<file path="src/sv/weth_pkg.sv">
package weth_pkg;

  // Number of event types, one counter cell each
  localparam int unsigned NUM_TYPES = 64;
  // Width of the dump position counter
  localparam int unsigned CNT_W     = (NUM_TYPES > 1) ? $clog2(NUM_TYPES) : 1;
  localparam int unsigned TYPE_W    = 6;
  localparam int unsigned COUNT_W   = 32;
  localparam int unsigned MASK_W    = 64;
  localparam int unsigned TPW_W     = 16;
  localparam int unsigned CODE_W    = 7;
  localparam int unsigned CFG_IDX_W = 3;
  localparam int unsigned CFG_W     = 64;

  // Register indexes
  localparam logic [CFG_IDX_W-1:0] REG_TYPE_MASK   = 3'd0;
  localparam logic [CFG_IDX_W-1:0] REG_TICKS       = 3'd1;
  localparam logic [CFG_IDX_W-1:0] REG_BEGIN_TYPE  = 3'd2;
  localparam logic [CFG_IDX_W-1:0] REG_END_TYPE    = 3'd3;
  localparam logic [CFG_IDX_W-1:0] REG_SECOND_TICK = 3'd4;
  localparam logic [CFG_IDX_W-1:0] REG_MSEC_TICK   = 3'd5;

  // Operation codes
  localparam logic OP_EVENT = 1'b0;
  localparam logic OP_FLUSH = 1'b1;

  // Begin/end code meaning "no type"
  localparam logic [CODE_W-1:0] CODE_NONE = 7'd64;

  localparam logic [COUNT_W-1:0] COUNT_MAX = '1;

  // Control broadcast from the sequencer to every cell
  typedef struct packed {
    logic              inc;    // increment the cell that owns inc_type
    logic [TYPE_W-1:0] inc_type;
    logic              shift;  // rotate the chain one cell toward the head
  } cell_ctl_t;

endpackage

</file>
<file path="src/sv/weth_cell.sv">
module weth_cell (
  input  logic                           clk_i,
  input  logic                           rst_ni,
  input  logic [weth_pkg::TYPE_W-1:0]    idx_i,
  input  weth_pkg::cell_ctl_t            ctl_i,
  input  logic [weth_pkg::COUNT_W-1:0]   shift_in_i,
  output logic [weth_pkg::COUNT_W-1:0]   count_o
);

  logic [weth_pkg::COUNT_W-1:0] count_d, count_q;

  // Rotate during a dump, otherwise saturating increment on a match
  always_comb begin
    count_d = count_q;
    if (ctl_i.shift) begin
      count_d = shift_in_i;
    end else if (ctl_i.inc && (ctl_i.inc_type == idx_i) &&
                 (count_q != weth_pkg::COUNT_MAX)) begin
      count_d = count_q + 1'b1;
    end
  end

  always_ff @(posedge clk_i or negedge rst_ni) begin
    if (!rst_ni) begin
      count_q <= '0;
    end else begin
      count_q <= count_d;
    end
  end

  assign count_o = count_q;

endmodule

</file>
<file path="config.mk">
export PLATFORM = sky130hd
export DESIGN_NAME = weth_cell
export DESIGN_NICKNAME = d
export VERILOG_FILES = /design/src/sv/weth_pkg.sv /design/src/sv/weth_cell.sv
export SDC_FILE = /design/constraint.sdc
export NUM_CORES = 1
export LEC_CHECK = 0
export ABC_AREA = 1
export BUFFER_PORTS_ARGS = -buffer_cell sky130_fd_sc_hd__buf_2
export CORE_MARGIN = 5
export CORE_UTILIZATION = 50
export CTS_BUF_LIST = sky130_fd_sc_hd__clkbuf_8
export DETAILED_ROUTE_END_ITERATION = 16
export PLACE_DENSITY = 0.87
export SYNTH_ARGS = -nofsm -noshare
export SYNTH_HDL_FRONTEND = slang
export SYNTH_SLANG_ARGS = --single-unit
</file>
<file path="constraint.sdc">
create_clock -name clk_i -period 2.85 [get_ports clk_i]
set_clock_uncertainty 0.15 [all_clocks]
set_input_delay 0.1425 -clock clk_i [delete_from_list [all_inputs] [get_ports clk_i]]
set_output_delay 0.1425 -clock clk_i [all_outputs]
set_load 0.01 [all_outputs]
</file>
== Yosys cells after proc, flatten, opt, wreduce, memory -nomap -nowiden ==
Index checks and enable logic that the tools add are counted.

* Add/sub/neg operators: 1
* Equality and inequality tests: 2
* Mux-type cells: 2
* Reductions and logical operators: 3

{| class="wikitable"
|+ Operators with widths
! operator !! count
|-
| $mux 32 || 2
|-
| $add 32x1->32 const B || 1
|-
| $ne 32x32->1 const B || 1
|-
| $eq 6x6->1 || 1
|-
| $logic_and 1x1->1 || 2
|-
| $reduce_bool 2->1 || 1
|}

* Register bits: 32
* Input bits: 48
* Output and inout port bits: 32
* Word-level logic and storage cells: 9

== Logic depth before layout (Yosys ltp) ==
* Depth in word-level cells: 5
* Mapped depth: 11
* Mapped depth without buffers: 11

== Worst setup path before layout ==
No wires, ideal clock.

* Path kind: flip-flop to flip-flop
* Start point: reg count_q (netlist bit count_o[0])
* End point: reg count_q (netlist bit count_o[17])
* Setup time: 0.125 ns
* Data arrival time: 1.621 ns
* Required time: 2.575 ns
* Slack: 0.954 ns
* Cell stages (with the launch flop): 12
* Path buffers: 1
* Clock period less this slack: 1.896 ns
* Cells stage by stage: dfrtp_1 ha_1 nand2_1 nor2_2 nand2_4 nor2_4 nand2_2 nand2_4 nor2_1 buf_2 nand2_1 nand3_1

* Longest elaborated chain between the ends: 3
* Elaborated cells on any way between the ends: 6
* Classes of those cells: 1 x add/sub; 1 x eq/ne; 2 x mux; 2 x reduce/logical

{| class="wikitable"
|+ Ends and longest elaborated chain
! element !! line !! source
|-
| from (decl) || weth_cell.sv:10 || <nowiki>logic [weth_pkg::COUNT_W-1:0] count_d, count_q;</nowiki>
|-
| from (signal assigned) || weth_cell.sv:27 || <nowiki>count_q <= count_d;</nowiki>
|-
| $add 32x1->32 / $ne 32x32->1 (equally long branches) || weth_cell.sv:19, weth_cell.sv:18 ||
|-
| $mux 32 / $logic_and 1x1->1 (equally long branches) || weth_cell.sv:17 || <nowiki>end else if (ctl_i.inc && (ctl_i.inc_type == idx_i) &&</nowiki>
|-
| $mux 32 / $reduce_bool 2->1 (equally long branches) || -- ||
|}

Parallel ways exist; a longest one is shown, timed or not. The select of a mux whose other input is x is not followed.
A chain may end at the register's enable or synchronous reset.

== Worst setup path in the final report ==
* Start point: reg count_q (netlist bit count_o[0])
* End point: reg count_q (netlist bit count_o[13])

The elaborated chain is that of the path after synthesis.

==> summary.txt <==
SETUP PATH
-------------------------------------------------------------------------------------
Startpoint of the most critical register-to-register path ..............   count_o[0]
Highest net fanout along the worst path ................................           26
Crit-path slowest cell .................................................      dfrtp_1
Critical path cell sequence ............................................ ha_1, nand2_1, nor2_2, nand2_4, nor2_4, nand2_2, nand2_4, nand2_4, inv_2, nand2_1, nand2_1
CP Capture Type ........................................................         flop
Worst Path Arrival .....................................................      2300 ps
Crit path launch type ..................................................         flop
Max stage delay on crit path ...........................................       420 ps
CP Class ...............................................................      reg2reg
Slack of the worst reg-to-reg path .....................................       630 ps
Worst r2r dst ..........................................................  count_o[13]
Number of cells on the worst reg-to-reg path ...........................           11
Required time of the critical path .....................................      2930 ps

HOLD PATH
-------------------------------------------------------------------------------------
Hold Path Depth ........................................................            5
Worst min-delay path startpoint ........................................ shift_in_i[1]
Hold Path End ..........................................................   count_o[1]
Worst Hold Class .......................................................       in2reg

LAYOUT
-------------------------------------------------------------------------------------
Post-Route Utilization .................................................       0.6477
Top library cells by usage in the layout, fill and taps aside .......... nand2_1, buf_2, nor2_1
Diodes inserted ........................................................            0
Leading cell type in the layout, fill and taps excluded ................      nand2_1
Number of inserted filler cells in the final layout ....................          500
Multi-input combinational cell area ....................................    1637 um^2
Count of nets after finishing ..........................................          587
Synth-to-Final Area Change .............................................       25.90%
Proportion of layout cells with a drive suffix above 1 .................       0.1970
Number of flip-flops in the largest register ...........................           32
Area occupied by registers .............................................   800.8 um^2

PLACED DESIGN
-------------------------------------------------------------------------------------
Port Buffers ...........................................................           79
Final HPWL from detailed placement .....................................      5699 um
Placer's final routability congestion estimate .........................       0.9454

PWR
-------------------------------------------------------------------------------------
Portion of total power attributed to combinational logic ...............        0.277
Relative contribution of sequential cells to total power ...............        0.464
Maximum resistive drop on vdd ..........................................  0.0002642 V
Part of the total power dissipated in the clock network ................        0.258
Int Pwr ................................................................  0.0008212 W
Net switching fraction of the power ....................................       0.3493
Pwr/cell area .......................................................... 381.5 nW/um^2
Pleak ..................................................................     1.707 nW
Switching power ........................................................  0.0004407 W

DIE
-------------------------------------------------------------------------------------
Width of the die .......................................................     82.49 um
Number of placement rows ...............................................           26
Die Area ...............................................................    6805 um^2
Number of top-level pins ...............................................           80
Initial standard-cell utilization of the core ..........................       0.5145
Area inside the core boundary ..........................................    5107 um^2
Die height .............................................................     82.49 um

ROUTING
-------------------------------------------------------------------------------------
Post-route DRC .........................................................            0
Detailed Route WL ......................................................      7449 um
Detailed-router iteration count before antenna repair ..................            4
Via total after detailed routing .......................................        3,061
Antenna viol nets, final ...............................................            0
Post-detailed-route via-to-cell ratio ..................................        5.035
Post-detailed-route wirelength per cell ................................     12.25 um
Count of routing violations after the opening detailed-route iteration .          199

CTS
-------------------------------------------------------------------------------------
CTS Sinks ..............................................................           32
CTS Buffer Depth .......................................................            2
Total setup buffers inserted after CTS .................................            0
Insertion delay to the later sink of the worst-skew pair ...............       280 ps
Buffer cell driving the clock tree root ................................     clkbuf_8
Max H-tree Level .......................................................            2
Number of buffers created by CTS .......................................            5
Number of hold buffers added after CTS .................................           16
TritonCTS clock tree ...................................................        built
CTS resizes ............................................................            0
Clock transition at the registers of the reported paths ................        70 ps

OUTCOME
-------------------------------------------------------------------------------------
Result of the run ...................................................... finished, final reports clean

YOSYS
-------------------------------------------------------------------------------------
Netlist cell types .....................................................           26
Part of the Yosys area used for sequential elements ....................       0.3048
Leading post-synthesis cells by cell area .............................. dfrtp_1, nand2_1, nand3_1, nor2_1, inv_1
Synthesized Nets .......................................................          493
Area share of the largest cell type after synthesis ....................       0.3048
Number of synthesis warnings ...........................................            0
Post-synthesis instance total ..........................................          444
Netlist Area Pre-Place .................................................    2628 um^2
Library cell occupying the most area in the post-synthesis netlist .....      dfrtp_1
Mean post-synth cell area ..............................................   5.918 um^2
Post-synthesis sequential element count ................................           32

GLOBAL ROUTE
-------------------------------------------------------------------------------------
Overall Global Routing Usage ...........................................       0.2336
Highest-utilization routing layer at the global route stage ............         met2
Number of antenna violations at the first check in global routing ......            0
Global-route met3 utilization ..........................................      0.03905
Final global-route overflow total ......................................            0
Wire length of the first global-routing pass ...........................    12,330 um
Maximum number of pins on one net before global-route repair ...........           33
Global-route met2 utilization ..........................................       0.4079
Via count of the first global-routing pass .............................        2,834
Met1 Resource Use GR ...................................................       0.2930

STA
-------------------------------------------------------------------------------------
Worst-case headroom to the max-slew limit ..............................       0.5200
Count of final setup violators .........................................            0
Final period utilization ...............................................       0.7803
Clock period minus worst slack .........................................      2224 ps
Unrepaired setup endpoints after global routing ........................           no
Worst slew pin tran ....................................................     720.0 ps
Max-slew violation count ...............................................            0
Hold Fails Final Rpt ...................................................            0
Setup TNS ..............................................................         0 ps
Max Fclk ...............................................................    449.7 MHz

FLOW RUN
-------------------------------------------------------------------------------------
Maxcap violations ......................................................            0

==> how the worst max path moves through the flow <==
| stage | endpoint | cells after the start | slack [ps] | from |
|---|---|---|---|---|
| CTS | count_o[5] | 11 | 630 | count_o[0] |
| detailed placement | count_o[1] | 11 | 640 | count_o[0] |
| global route | count_o[11] | 11 | 410 | count_o[0] |
| finish | count_o[13] | 11 | 630 | count_o[0] |
| global placement | count_o[1] | 11 | 720 | count_o[0] |
| floorplan | count_o[17] | 11 | 950 | count_o[0] |
==> final cells by class <==
class                   instances  share of cell area
well taps                      70             0.02648
inverters                      34             0.03858
clock buffers                   5             0.02080
flip-flops and latches         32              0.2421
repair buffers                 98              0.1747
multi-input cells             367              0.4947
clock inverters                 2            0.002648
==> worst max-delay path, delay by kind of cell, from the launching register on <==
kind                     cells  cell delay [ps]
flip-flops                   1              420
AND/OR/NAND/NOR              9             1150
buffers and inverters        1              220
adder cells (fa/ha/maj)      1              210
==> synthesized netlist by cell type <==
cell type / count
a21oi_1: 3
buf_1: 1
buf_2: 2
buf_4: 1
buf_6: 2
clkbuf_1: 5
dfrtp_1: 32
ha_1: 1
inv_1: 31
inv_2: 3
nand2_1: 210
nand2_2: 4
nand2_4: 3
nand3_1: 45
nand3b_1: 13
nor2_1: 55
nor2_2: 1
nor2_4: 3
nor3_1: 1
nor3b_1: 2
o21ai_0: 8
o21ai_1: 5
o21ai_2: 4
o21bai_1: 5
xnor2_1: 1
xor2_1: 3
==> per-stage QoR <==
stage	area [um^2]	instances	total power [W]	setup WS, ps	hold slack, ps
6_report	3308	608	0.001262	626.1	5.940
5_1_grt	3308	608	0.001348	408.6	34.96
4_1_cts	3308	608	0.001267	632.6	1.759
3_5_place_dp	3070	585	0.0009259	637.3	84.93
3_3_place_gp	3070	585	0.0009141	715.7	83.98
2_1_floorplan	2628	444	0.0007814	954.0	-303.1
==> layer usage <==
layer,share of wire,vias up,wire length (um)
met5,0,-,0
met4,0.014,0,105
met3,0.071,12,531
met2,0.49,95,3625
met1,0.43,1380,3187
li1,-,1574,-
==> power groups by stage <==
stage | clock network (W) | registers [W] | logic (W)
global route | 0.000353 | 0.000595 | 0.000400
finish | 0.000326 | 0.000586 | 0.000350
CTS | 0.000331 | 0.000584 | 0.000352
detailed placement | 0 | 0.000592 | 0.000334
global placement | 0 | 0.000589 | 0.000326
floorplan | 0 | 0.000597 | 0.000184
==> cell families after synthesis <==
group | after synthesis | synth area share
AOI/OAI and AO/OA | 25 | 0.05809
xor gates and xnor gates | 4 | 0.01334
adders and majority gates | 1 | 0.004761
buffers and inverters | 45 | 0.07238
DFF | 32 | 0.3048
and+or+nand+nor | 337 | 0.5467
No activity file was read; power rests on OpenSTA's default activity.
