--- src/sv/weth_pkg.sv ---
package weth_pkg;

  // Number of event types, one counter cell each
  localparam int unsigned NUM_TYPES = 64;
  // Width of the dump position counter
  localparam int unsigned CNT_W     = (NUM_TYPES > 1) ? $clog2(NUM_TYPES) : 1;
  localparam int unsigned TYPE_W    = 6;
  localparam int unsigned COUNT_W   = 32;
  localparam int unsigned MASK_W    = 64;
  localparam int unsigned TPW_W     = 16;
  localparam int unsigned CODE_W    = 7;
  localparam int unsigned CFG_IDX_W = 3;
  localparam int unsigned CFG_W     = 64;

  // Register indexes
  localparam logic [CFG_IDX_W-1:0] REG_TYPE_MASK   = 3'd0;
  localparam logic [CFG_IDX_W-1:0] REG_TICKS       = 3'd1;
  localparam logic [CFG_IDX_W-1:0] REG_BEGIN_TYPE  = 3'd2;
  localparam logic [CFG_IDX_W-1:0] REG_END_TYPE    = 3'd3;
  localparam logic [CFG_IDX_W-1:0] REG_SECOND_TICK = 3'd4;
  localparam logic [CFG_IDX_W-1:0] REG_MSEC_TICK   = 3'd5;

  // Operation codes
  localparam logic OP_EVENT = 1'b0;
  localparam logic OP_FLUSH = 1'b1;

  // Begin/end code meaning "no type"
  localparam logic [CODE_W-1:0] CODE_NONE = 7'd64;

  localparam logic [COUNT_W-1:0] COUNT_MAX = '1;

  // Control broadcast from the sequencer to every cell
  typedef struct packed {
    logic              inc;    // increment the cell that owns inc_type
    logic [TYPE_W-1:0] inc_type;
    logic              shift;  // rotate the chain one cell toward the head
  } cell_ctl_t;

endpackage

--- src/sv/weth_ctrl.sv ---
module weth_ctrl (
  input  logic                              clk_i,
  input  logic                              rst_ni,
  // input beats
  input  logic                              s_axis_tvalid,
  output logic                              s_axis_tready,
  input  logic [7:0]                        s_axis_tdata,   // [5:0] event_type
  input  logic [0:0]                        s_axis_tuser,   // [0] operation
  // configuration
  input  logic                              cfg_we_i,
  input  logic [weth_pkg::CFG_IDX_W-1:0]    cfg_idx_i,
  input  logic [weth_pkg::CFG_W-1:0]        cfg_data_i,
  // chain
  input  logic [weth_pkg::COUNT_W-1:0]      head_count_i,
  output logic [weth_pkg::COUNT_W-1:0]      tail_count_o,
  output weth_pkg::cell_ctl_t               cell_ctl_o,
  // result beats
  output logic                              m_axis_tvalid,
  input  logic                              m_axis_tready,
  output logic [39:0]                       m_axis_tdata,   // [5:0] type_index, [37:6] type_count
  output logic                              m_axis_tlast    // last_of_dump
);

  localparam logic ST_IDLE = 1'b0;
  localparam logic ST_DUMP = 1'b1;
  localparam logic [weth_pkg::CNT_W-1:0] LAST_POS = weth_pkg::CNT_W'(weth_pkg::NUM_TYPES - 1);

  logic state_d, state_q;
  logic [weth_pkg::CNT_W-1:0] pos_d, pos_q;
  logic [weth_pkg::NUM_TYPES-1:0] mrem_d, mrem_q;

  logic [weth_pkg::MASK_W-1:0] type_mask_q;
  logic [weth_pkg::TPW_W-1:0]  tpw_q;
  logic [weth_pkg::CODE_W-1:0] begin_q, end_q;
  logic [weth_pkg::TYPE_W-1:0] sec_q, msec_q;
  logic                        gate_d, gate_q;
  logic [weth_pkg::TPW_W-1:0]  wt_d, wt_q;

  logic                         ov_d, ov_q;
  logic [weth_pkg::TYPE_W-1:0]  oidx_q;
  logic [weth_pkg::COUNT_W-1:0] ocnt_q;
  logic                         olast_q;

  logic                        in_acc, step, start_dump;
  logic                        op;
  logic [weth_pkg::TYPE_W-1:0] ty;
  logic                        in_range, pass_gate, is_end, is_tick;
  logic [weth_pkg::TPW_W-1:0]  wt_inc, limit;

  assign op     = s_axis_tuser[0];
  assign ty     = s_axis_tdata[weth_pkg::TYPE_W-1:0];
  assign s_axis_tready = (state_q == ST_IDLE);
  assign in_acc = s_axis_tvalid && s_axis_tready;
  // one chain position per cycle unless the result register is blocked
  assign step   = (state_q == ST_DUMP) && (!ov_q || m_axis_tready);

  // Event classification
  assign in_range  = {1'b0, ty} < weth_pkg::CODE_W'(weth_pkg::NUM_TYPES);
  assign pass_gate = gate_q || (!begin_q[weth_pkg::CODE_W-1] &&
                                (ty == begin_q[weth_pkg::TYPE_W-1:0]));
  assign is_end    = !end_q[weth_pkg::CODE_W-1] && (ty == end_q[weth_pkg::TYPE_W-1:0]);
  assign is_tick   = (ty == sec_q) || (ty == msec_q);
  assign wt_inc    = wt_q + 1'b1;
  assign limit     = (tpw_q == '0) ? weth_pkg::TPW_W'(1) : tpw_q;

  // Gate, window, dump start and cell control
  always_comb begin
    gate_d     = gate_q;
    wt_d       = wt_q;
    start_dump = 1'b0;
    cell_ctl_o.inc      = 1'b0;
    cell_ctl_o.inc_type = ty;
    cell_ctl_o.shift    = step;
    if (in_acc) begin
      if (op == weth_pkg::OP_FLUSH) begin
        start_dump = 1'b1;
      end else if (in_range && pass_gate) begin
        gate_d = 1'b1;
        if (is_end) begin
          gate_d = 1'b0;
        end else if (is_tick) begin
          if (wt_inc >= limit) begin
            wt_d       = '0;
            start_dump = 1'b1;
          end else begin
            wt_d = wt_inc;
          end
        end else begin
          cell_ctl_o.inc = type_mask_q[ty];
        end
      end
    end
    if (cfg_we_i && (cfg_idx_i == weth_pkg::REG_BEGIN_TYPE)) begin
      gate_d = cfg_data_i[weth_pkg::CODE_W-1];
    end
  end

  // Dump sequencer: rotates the chain once around
  always_comb begin
    state_d = state_q;
    pos_d   = pos_q;
    mrem_d  = mrem_q;
    if (state_q == ST_IDLE) begin
      if (start_dump) begin
        state_d = ST_DUMP;
        pos_d   = '0;
        mrem_d  = type_mask_q[weth_pkg::NUM_TYPES-1:0];
      end
    end else if (step) begin
      mrem_d = mrem_q >> 1;
      if (pos_q == LAST_POS) begin
        state_d = ST_IDLE;
        pos_d   = '0;
      end else begin
        pos_d = pos_q + 1'b1;
      end
    end
  end

  // dumped counters come back cleared, others keep their count
  assign tail_count_o = mrem_q[0] ? '0 : head_count_i;

  always_comb begin
    ov_d = ov_q;
    if (step) begin
      ov_d = mrem_q[0];
    end else if (m_axis_tready) begin
      ov_d = 1'b0;
    end
  end

  always_ff @(posedge clk_i or negedge rst_ni) begin
    if (!rst_ni) begin
      state_q     <= ST_IDLE;
      pos_q       <= '0;
      mrem_q      <= '0;
      gate_q      <= 1'b1;
      wt_q        <= '0;
      ov_q        <= 1'b0;
      type_mask_q <= '1;
      tpw_q       <= weth_pkg::TPW_W'(1);
      begin_q     <= weth_pkg::CODE_NONE;
      end_q       <= weth_pkg::CODE_NONE;
      sec_q       <= weth_pkg::TYPE_W'(0);
      msec_q      <= weth_pkg::TYPE_W'(1);
    end else begin
      state_q <= state_d;
      pos_q   <= pos_d;
      mrem_q  <= mrem_d;
      gate_q  <= gate_d;
      wt_q    <= wt_d;
      ov_q    <= ov_d;
      if (cfg_we_i) begin
        case (cfg_idx_i)
          weth_pkg::REG_TYPE_MASK:   type_mask_q <= cfg_data_i[weth_pkg::MASK_W-1:0];
          weth_pkg::REG_TICKS:       tpw_q       <= cfg_data_i[weth_pkg::TPW_W-1:0];
          weth_pkg::REG_BEGIN_TYPE:  begin_q     <= cfg_data_i[weth_pkg::CODE_W-1:0];
          weth_pkg::REG_END_TYPE:    end_q       <= cfg_data_i[weth_pkg::CODE_W-1:0];
          weth_pkg::REG_SECOND_TICK: sec_q       <= cfg_data_i[weth_pkg::TYPE_W-1:0];
          weth_pkg::REG_MSEC_TICK:   msec_q      <= cfg_data_i[weth_pkg::TYPE_W-1:0];
          default: ;
        endcase
      end
    end
  end

  // Result payload, loaded on an enabled position
  always_ff @(posedge clk_i) begin
    if (step && mrem_q[0]) begin
      oidx_q  <= weth_pkg::TYPE_W'(pos_q);
      ocnt_q  <= head_count_i;
      olast_q <= (mrem_q[weth_pkg::NUM_TYPES-1:1] == '0);
    end
  end

  assign m_axis_tvalid = ov_q;
  assign m_axis_tdata  = {2'b00, ocnt_q, oidx_q};
  assign m_axis_tlast  = olast_q;

  // Chain must not move while the result register is blocked
  a_stall_hold: assert property (@(posedge clk_i) disable iff (!rst_ni)
    (state_q == ST_DUMP && ov_q && !m_axis_tready) |=> $stable(pos_q))
    else $error("dump position moved during stall");

  // A flush always starts a dump at position zero
  a_flush_start: assert property (@(posedge clk_i) disable iff (!rst_ni)
    (in_acc && op == weth_pkg::OP_FLUSH) |=> (state_q == ST_DUMP && pos_q == '0))
    else $error("flush did not start a dump");

  // Between dumps the chain is aligned
  a_idle_aligned: assert property (@(posedge clk_i) disable iff (!rst_ni)
    (state_q == ST_IDLE) |-> (pos_q == '0))
    else $error("chain misaligned while idle");

endmodule

--- config.mk ---
export PLATFORM = sky130hd
export DESIGN_NAME = weth_ctrl
export DESIGN_NICKNAME = d
export VERILOG_FILES = /design/src/sv/weth_pkg.sv /design/src/sv/weth_ctrl.sv
export SDC_FILE = /design/constraint.sdc
export NUM_CORES = 1
export LEC_CHECK = 0
export ABC_CLOCK_PERIOD_IN_PS = 5500
export BUFFER_PORTS_ARGS = -buffer_cell sky130_fd_sc_hd__buf_2
export CORE_ASPECT_RATIO = 0.7
export CORE_MARGIN = 3
export CORE_UTILIZATION = 45
export DETAILED_ROUTE_END_ITERATION = 8
export PLACE_DENSITY = 0.65
export RECOVER_POWER = 25
export SLEW_MARGIN = 20
export SYNTH_ARGS = -nofsm -noshare
export SYNTH_HDL_FRONTEND = slang
export SYNTH_SLANG_ARGS = --single-unit
--- constraint.sdc ---
create_clock -name clk_i -period 5.5 [get_ports clk_i]
set_clock_uncertainty 0.1 [all_clocks]
set_input_delay 0.275 -clock clk_i [delete_from_list [all_inputs] [get_ports clk_i]]
set_output_delay 0.275 -clock clk_i [all_outputs]
set_load 0.02 [all_outputs]
# == Word level (Yosys, flattened, before mapping) ==
# Cells that the tools add are included.
# op_classes
mux,34
n_eq_ne,12
n_bitwise,3
n_reduce_logical,28
add_sub_neg,2
order_cmp,2
# op_table
cell,n
2-to-1 mux 64 bit,3
logical NOT 63 bit,1
2-to-1 mux 16 bit,2
2-to-1 mux 32 bit,1
equality test 6 bit,4
2-to-1 mux 6 bit,4
2-to-1 mux 1 bit,23
adder 16 x 1 -> 16 bit (second input constant),1
>= comparator 16 bit,1
logical NOT 16 bit,1
AND reduction 2 bit,7
nonzero test 2 bit,4
less-than comparator 6 x 7 -> 1 bit (second input constant),1
adder 6 x 1 -> 6 bit (second input constant),1
binary-select mux 1 bit (select 6 bit),1
equality test 3 x 2 -> 1 bit (second input constant),2
equality test 3 bit (second input constant),2
equality test 6 bit (second input constant),1
logical AND 1 bit,6
AND reduction 5 bit,1
inequality test 2 x 1 -> 1 bit (second input constant),2
equality test 3 x 1 -> 1 bit (second input constant),1
logical NOT 1 bit,3
logical NOT 3 bit,1
3 further kinds,7
# totals
word_cells,96
in_bits,113
out_inout_bits,83
regBits,234

# == Depth between registers and ports, before layout ==
# depth
word_depth,11
ltp_mapped,16

# == Worst setup path after synthesis ==
# No wires, ideal clock.
# synth_timing
path_type,reg2reg
start,register wt_q[2] (netlist bit)
end,register mrem_q[26] (netlist bit)
arrival_time_ns,3.941
stages_incl_launch_ff,17
required_time_ns,5.273
path_slack_ns,1.332
path_cell_list,dfrtp_1 > and3_1 > and3_1 > clkbuf_1 > nand3_1 > or3_1 > xor2_1 > inv_1 > ha_1 > nand4_1 > or4_1 > o32a_1 > and2_1 > o31ai_4 > buf_6 > buf_6 > mux2_1
# synth_via
elab_chain_len,10
# synth_lines
item,line,text
"start, declared",weth_ctrl.sv:37,"logic [weth_pkg::TPW_W-1:0] wt_d, wt_q;"
"start signal, assigned",weth_ctrl.sv:151,wt_q <= wt_d;
adder 16 x 1 -> 16 bit,weth_ctrl.sv:63,assign wt_inc = wt_q + 1'b1;
>= comparator 16 bit,weth_ctrl.sv:82,if (wt_inc >= limit) begin
2-to-1 mux 1 bit,weth_ctrl.sv:82,
2-to-1 mux 1 bit,weth_ctrl.sv:81,end else if (is_tick) begin
2-to-1 mux 1 bit,weth_ctrl.sv:79,if (is_end) begin
2-to-1 mux 1 bit,weth_ctrl.sv:77,end else if (in_range && pass_gate) begin
2-to-1 mux 1 bit,weth_ctrl.sv:75,if (op == weth_pkg::OP_FLUSH) begin
2-to-1 mux 1 bit,weth_ctrl.sv:74,if (in_acc) begin
nonzero test 2 bit (no source line),--,
AND reduction 2 bit (no source line),--,
"end signal, assigned",weth_ctrl.sv:149,mrem_q <= mrem_d;
"end, declared",weth_ctrl.sv:30,"logic [weth_pkg::NUM_TYPES-1:0] mrem_d, mrem_q;"
# No other way between the ends.
# A chain may end at the register's enable or synchronous reset.

# == Final worst setup path ==
# layout_timing
start,register wt_q[2] (netlist bit)
end,register mrem_q[35] (netlist bit)
# Same word-level chain as after synthesis.

==> flow_metrics.env <==
export IMPL_arrival_ns=5.22
export IMPL_place_worst_setup_slack_ns=0.6476
export IMPL_avgSynthCellArea_sq_um=13.25
export IMPL_nNetsFinal=1270
export IMPL_worst_setup_slack_for_register_to_register_paths_ns=0.57
export IMPL_final_critical_delay_including_setup_and_external_delays_ns=4.932
export IMPL_critical_path_endpoint_category="register"
export IMPL_maximum_frequency_from_static_timing_analysis_ghz=0.2027
export IMPL_grt_total_usage_pct=19.88
export IMPL_finalWorstSetupSlack_ns=0.5676
export IMPL_violations_in_the_final_reports="capacitance limit, slew limit"
export IMPL_synth_mux_area_fraction_pct=25.07
export IMPL_drt_vias_per_instance=5.260
export IMPL_worst_slew_margin_rel_pct=-49.29
export IMPL_cellLeakagePower_nw=6.216
export IMPL_route_detailed_drc=0
export IMPL_post_cts_resized_instances=0
export IMPL_dieWidth_um=196.2
export IMPL_antenna_left=0
export IMPL_portion_of_the_post_synthesis_area_used_by_sequential_elements_pct=53.85
export IMPL_cts_htree_levels=1
export IMPL_synth_async_sr_flop_share_pct=83.33
export IMPL_most_common_layout_cells="sky130_fd_sc_hd__mux2_2, sky130_fd_sc_hd__buf_2, sky130_fd_sc_hd__dfrtp_1"
export IMPL_ioPinCount=196
export IMPL_grt_pass1_wl_um=43650
export IMPL_layout_drive_gt1_share_pct=42.01
export IMPL_clock_sinks=234
export IMPL_timing_hold_violations_final=0
export IMPL_final_max_slew_violation_count=125
export IMPL_fin_tns_setup_ns=0
export IMPL_setup_violations=0
export IMPL_powerDensity_nw_per_um2=464.7
export IMPL_synth_cells=860
export IMPL_timing_reg2reg_worst_path_depth=14
export IMPL_floorplan_initialDensity_pct=45.95
export IMPL_syn_cell_area_sq_um=11400
export IMPL_grt_ovfl_total=0
export IMPL_grt_antenna_before_repair=0
export IMPL_drt_initial_drc_count=430
export IMPL_route_detailed_wl_per_inst_um=18.31
export IMPL_grt_start_max_net_pins=123
export IMPL_core_area_sq_um=24800
export IMPL_critical_path_class="reg2reg"
export IMPL_wirelength_um=27140
export IMPL_max_clock_path_buffers=3
export IMPL_post_synth_num_cell_types=49
export IMPL_rsz0062_at_grt="no"
export IMPL_arithmetic_cell_share_of_the_synthesized_area_counting_full_adders_half_adders_and_majority_gates_pct=1.976
export IMPL_yosys_warn_count=0
export IMPL_drt_first_pass_iters=5
export IMPL_synth_ff_latch_count=234
export IMPL_cap_viol_max_count=2
export IMPL_row_count=48
export IMPL_worst_slew_pin_slew_ns=2.239
export IMPL_vdd_ir_drop_max_v=0.0002444
export IMPL_detailed_place_hpwl_um=18390
export IMPL_root_buffer="sky130_fd_sc_hd__clkbuf_16"
export IMPL_critical_path_maximum_fanout=26
export IMPL_synth_compound_gate_area_share_pct=4.644
export IMPL_finalCritPeriodShare_pct=89.68
export IMPL_timing_hold_worst_class="in2reg"
export IMPL_port_buffer_count=191
export IMPL_diodes=0
export IMPL_worst_skew_pair_late_latency_ns=0.52
export IMPL_data_required_time_of_the_critical_path_ns=5.79
export IMPL_fill_cell_total_of_the_finished_layout=2038
export IMPL_final_common_cell="sky130_fd_sc_hd__mux2_2"
export IMPL_tritoncts_num_buffers=24
export IMPL_run_status="finished with violations"
export IMPL_routability_congestion_estimate_from_global_placement=0.8256
export IMPL_tritoncts="done"
export IMPL_vias=7795
export IMPL_synthFlopType="sky130_fd_sc_hd__dfrtp_1"
export IMPL_synth_edff_count=39
export IMPL_timing_critical_path_from_type="register"
export IMPL_layout_area_overhead_vs_synth_pct=25.83
export IMPL_grt_pass1_vias=7693
export IMPL_synth_simple_area_share_pct=8.135
export IMPL_die_h_um=139.2
export IMPL_yosys_area_share_xor_xnor_pct=2.920
export IMPL_hold_path_depth=3
export IMPL_synth_top_family_by_area="multiplexers"
export IMPL_cts_reportedPaths_clkPinSlew_ns=0.06
export IMPL_die_area_sq_um=27300
-- cell families after synthesis --
family                     Yosys count
and+or+nand+nor                    175
DFF                                234
other                                1
buffers and inverters               81
AOI/OAI and AO/OA                   76
xor gates and xnor gates            38
muxes                              237
adders and majority gates           18
-- cell usage after synthesis, drive strengths merged (2+ instances only) --
master / number / area (sq um)
clkbuf: 34 / 127.6
nand3: 13 / 65.06
nor3: 6 / 30.03
dfstp: 69 / 1813
dfrtp: 126 / 3153
nand4: 11 / 68.82
inv: 28 / 105.1
xor2: 10 / 87.58
mux4: 17 / 382.9
and3: 7 / 43.79
a22o: 8 / 70.07
xnor2: 28 / 245.2
ha: 18 / 225.2
o21ai: 27 / 135.1
mux2: 218 / 2455
a21oi: 7 / 35.03
nand2: 51 / 191.4
o22ai: 2 / 12.51
edfxtp: 39 / 1171
mux2i: 2 / 20.02
nor2b: 39 / 244.0
o21bai: 3 / 22.52
nand2b: 3 / 18.77
a41o: 2 / 20.02
a221oi: 5 / 43.79
nor4: 21 / 131.4
nor2: 14 / 52.55
and2: 2 / 12.51
o32a: 2 / 20.02
a21o: 5 / 37.54
o31ai: 8 / 73.82
nand4b: 2 / 17.52
nor4bb: 2 / 20.02
buf: 19 / 151.4
o21a: 2 / 15.01
-- power breakdown --
group          switching [mW]  internal (mW)  leakage [nW]
combinational            1.10           1.18          3.20
sequential              0.373           2.44          2.65
clock                   0.679          0.883         0.368
total                    2.15           4.51          6.22
-- sequential cells by signal, indices dropped and copies added, names as in the netlist, 6 cells and up --
signal	count
mrem_q	64
type_mask_q	64
ocnt_q	32
tpw_q	16
wt_q	16
begin_q	7
end_q	7
msec_q	6
oidx_q	6
pos_q	6
sec_q	6
-- critical path, stage by stage (launching register included) --
cell	delay, ns
sky130_fd_sc_hd__dfrtp_1	0.44
sky130_fd_sc_hd__and3_1	0.20
sky130_fd_sc_hd__and3_1	0.27
sky130_fd_sc_hd__nand3_1	0.25
sky130_fd_sc_hd__or3_1	0.43
sky130_fd_sc_hd__xor2_1	0.23
sky130_fd_sc_hd__inv_1	0.08
sky130_fd_sc_hd__ha_1	0.30
sky130_fd_sc_hd__nand4_1	0.13
sky130_fd_sc_hd__or4_1	0.54
sky130_fd_sc_hd__o32a_1	0.31
sky130_fd_sc_hd__and2_1	0.21
sky130_fd_sc_hd__o31ai_4	0.67
sky130_fd_sc_hd__buf_12	0.28
sky130_fd_sc_hd__mux2_1	0.34
-- timing repair --
| action | 4_1_cts | 5_1_grt |
|---|---|---|
| endpoints found under the hold margin | 197 | 0 |
| hold buffers | 97 | 0 |
| setup buffers | 0 | 0 |
-- layer usage --
layer	part of all wire [%]	track usage (%)
met5	0	0
met4	2.0	4.312
met2	42	28.81
met3	5.1	2.890
met1	51	31.67
-- cell type report --
type	instances	area, sq um	area share [%]
Timing Repair Buffer	305	2047	14.27
Multi-Input combinational cell	546	4901	34.17
Clock inverter	7	38.79	0.2705
Sequential cell	234	6138	42.80
Clock buffer	37	704.4	4.912
Tap cell	325	406.6	2.835
Inverter	28	105.1	0.7329
-- path summary, 6_finish.rpt --
| check | endpoint | from |
|---|---|---|
| setup / recovery | mrem_q[35] | wt_q[2] |
| hold reg to reg | mrem_q[58] | mrem_q[58] |
| min in group asynchronous | wt_q[2] | rst_ni |
| max in group asynchronous | type_mask_q[30] | rst_ni |
| hold / removal | state_q | s_axis_tvalid |
| setup reg to reg | mrem_q[35] | wt_q[2] |
-- stage by stage --
| stage | hold WS [ns] | total power, mW | cells | instance area (sq um) | util, % |
|---|---|---|---|---|---|
| floorplan | -0.1206 | 4.424 | 861 | 11400 | - |
| global placement | 0.3628 | 5.019 | 1340 | 12670 | 51.09 |
| detailed placement | 0.3661 | 5.085 | 1340 | 12670 | 51.09 |
| CTS | 0.005143 | 6.723 | 1481 | 14390 | 58.01 |
| global route | 0.04607 | 7.062 | 1482 | 14340 | 57.82 |
| finish | 0.01483 | 6.665 | 1482 | 14340 | 57.82 |
(Power assumes the default switching activity.)
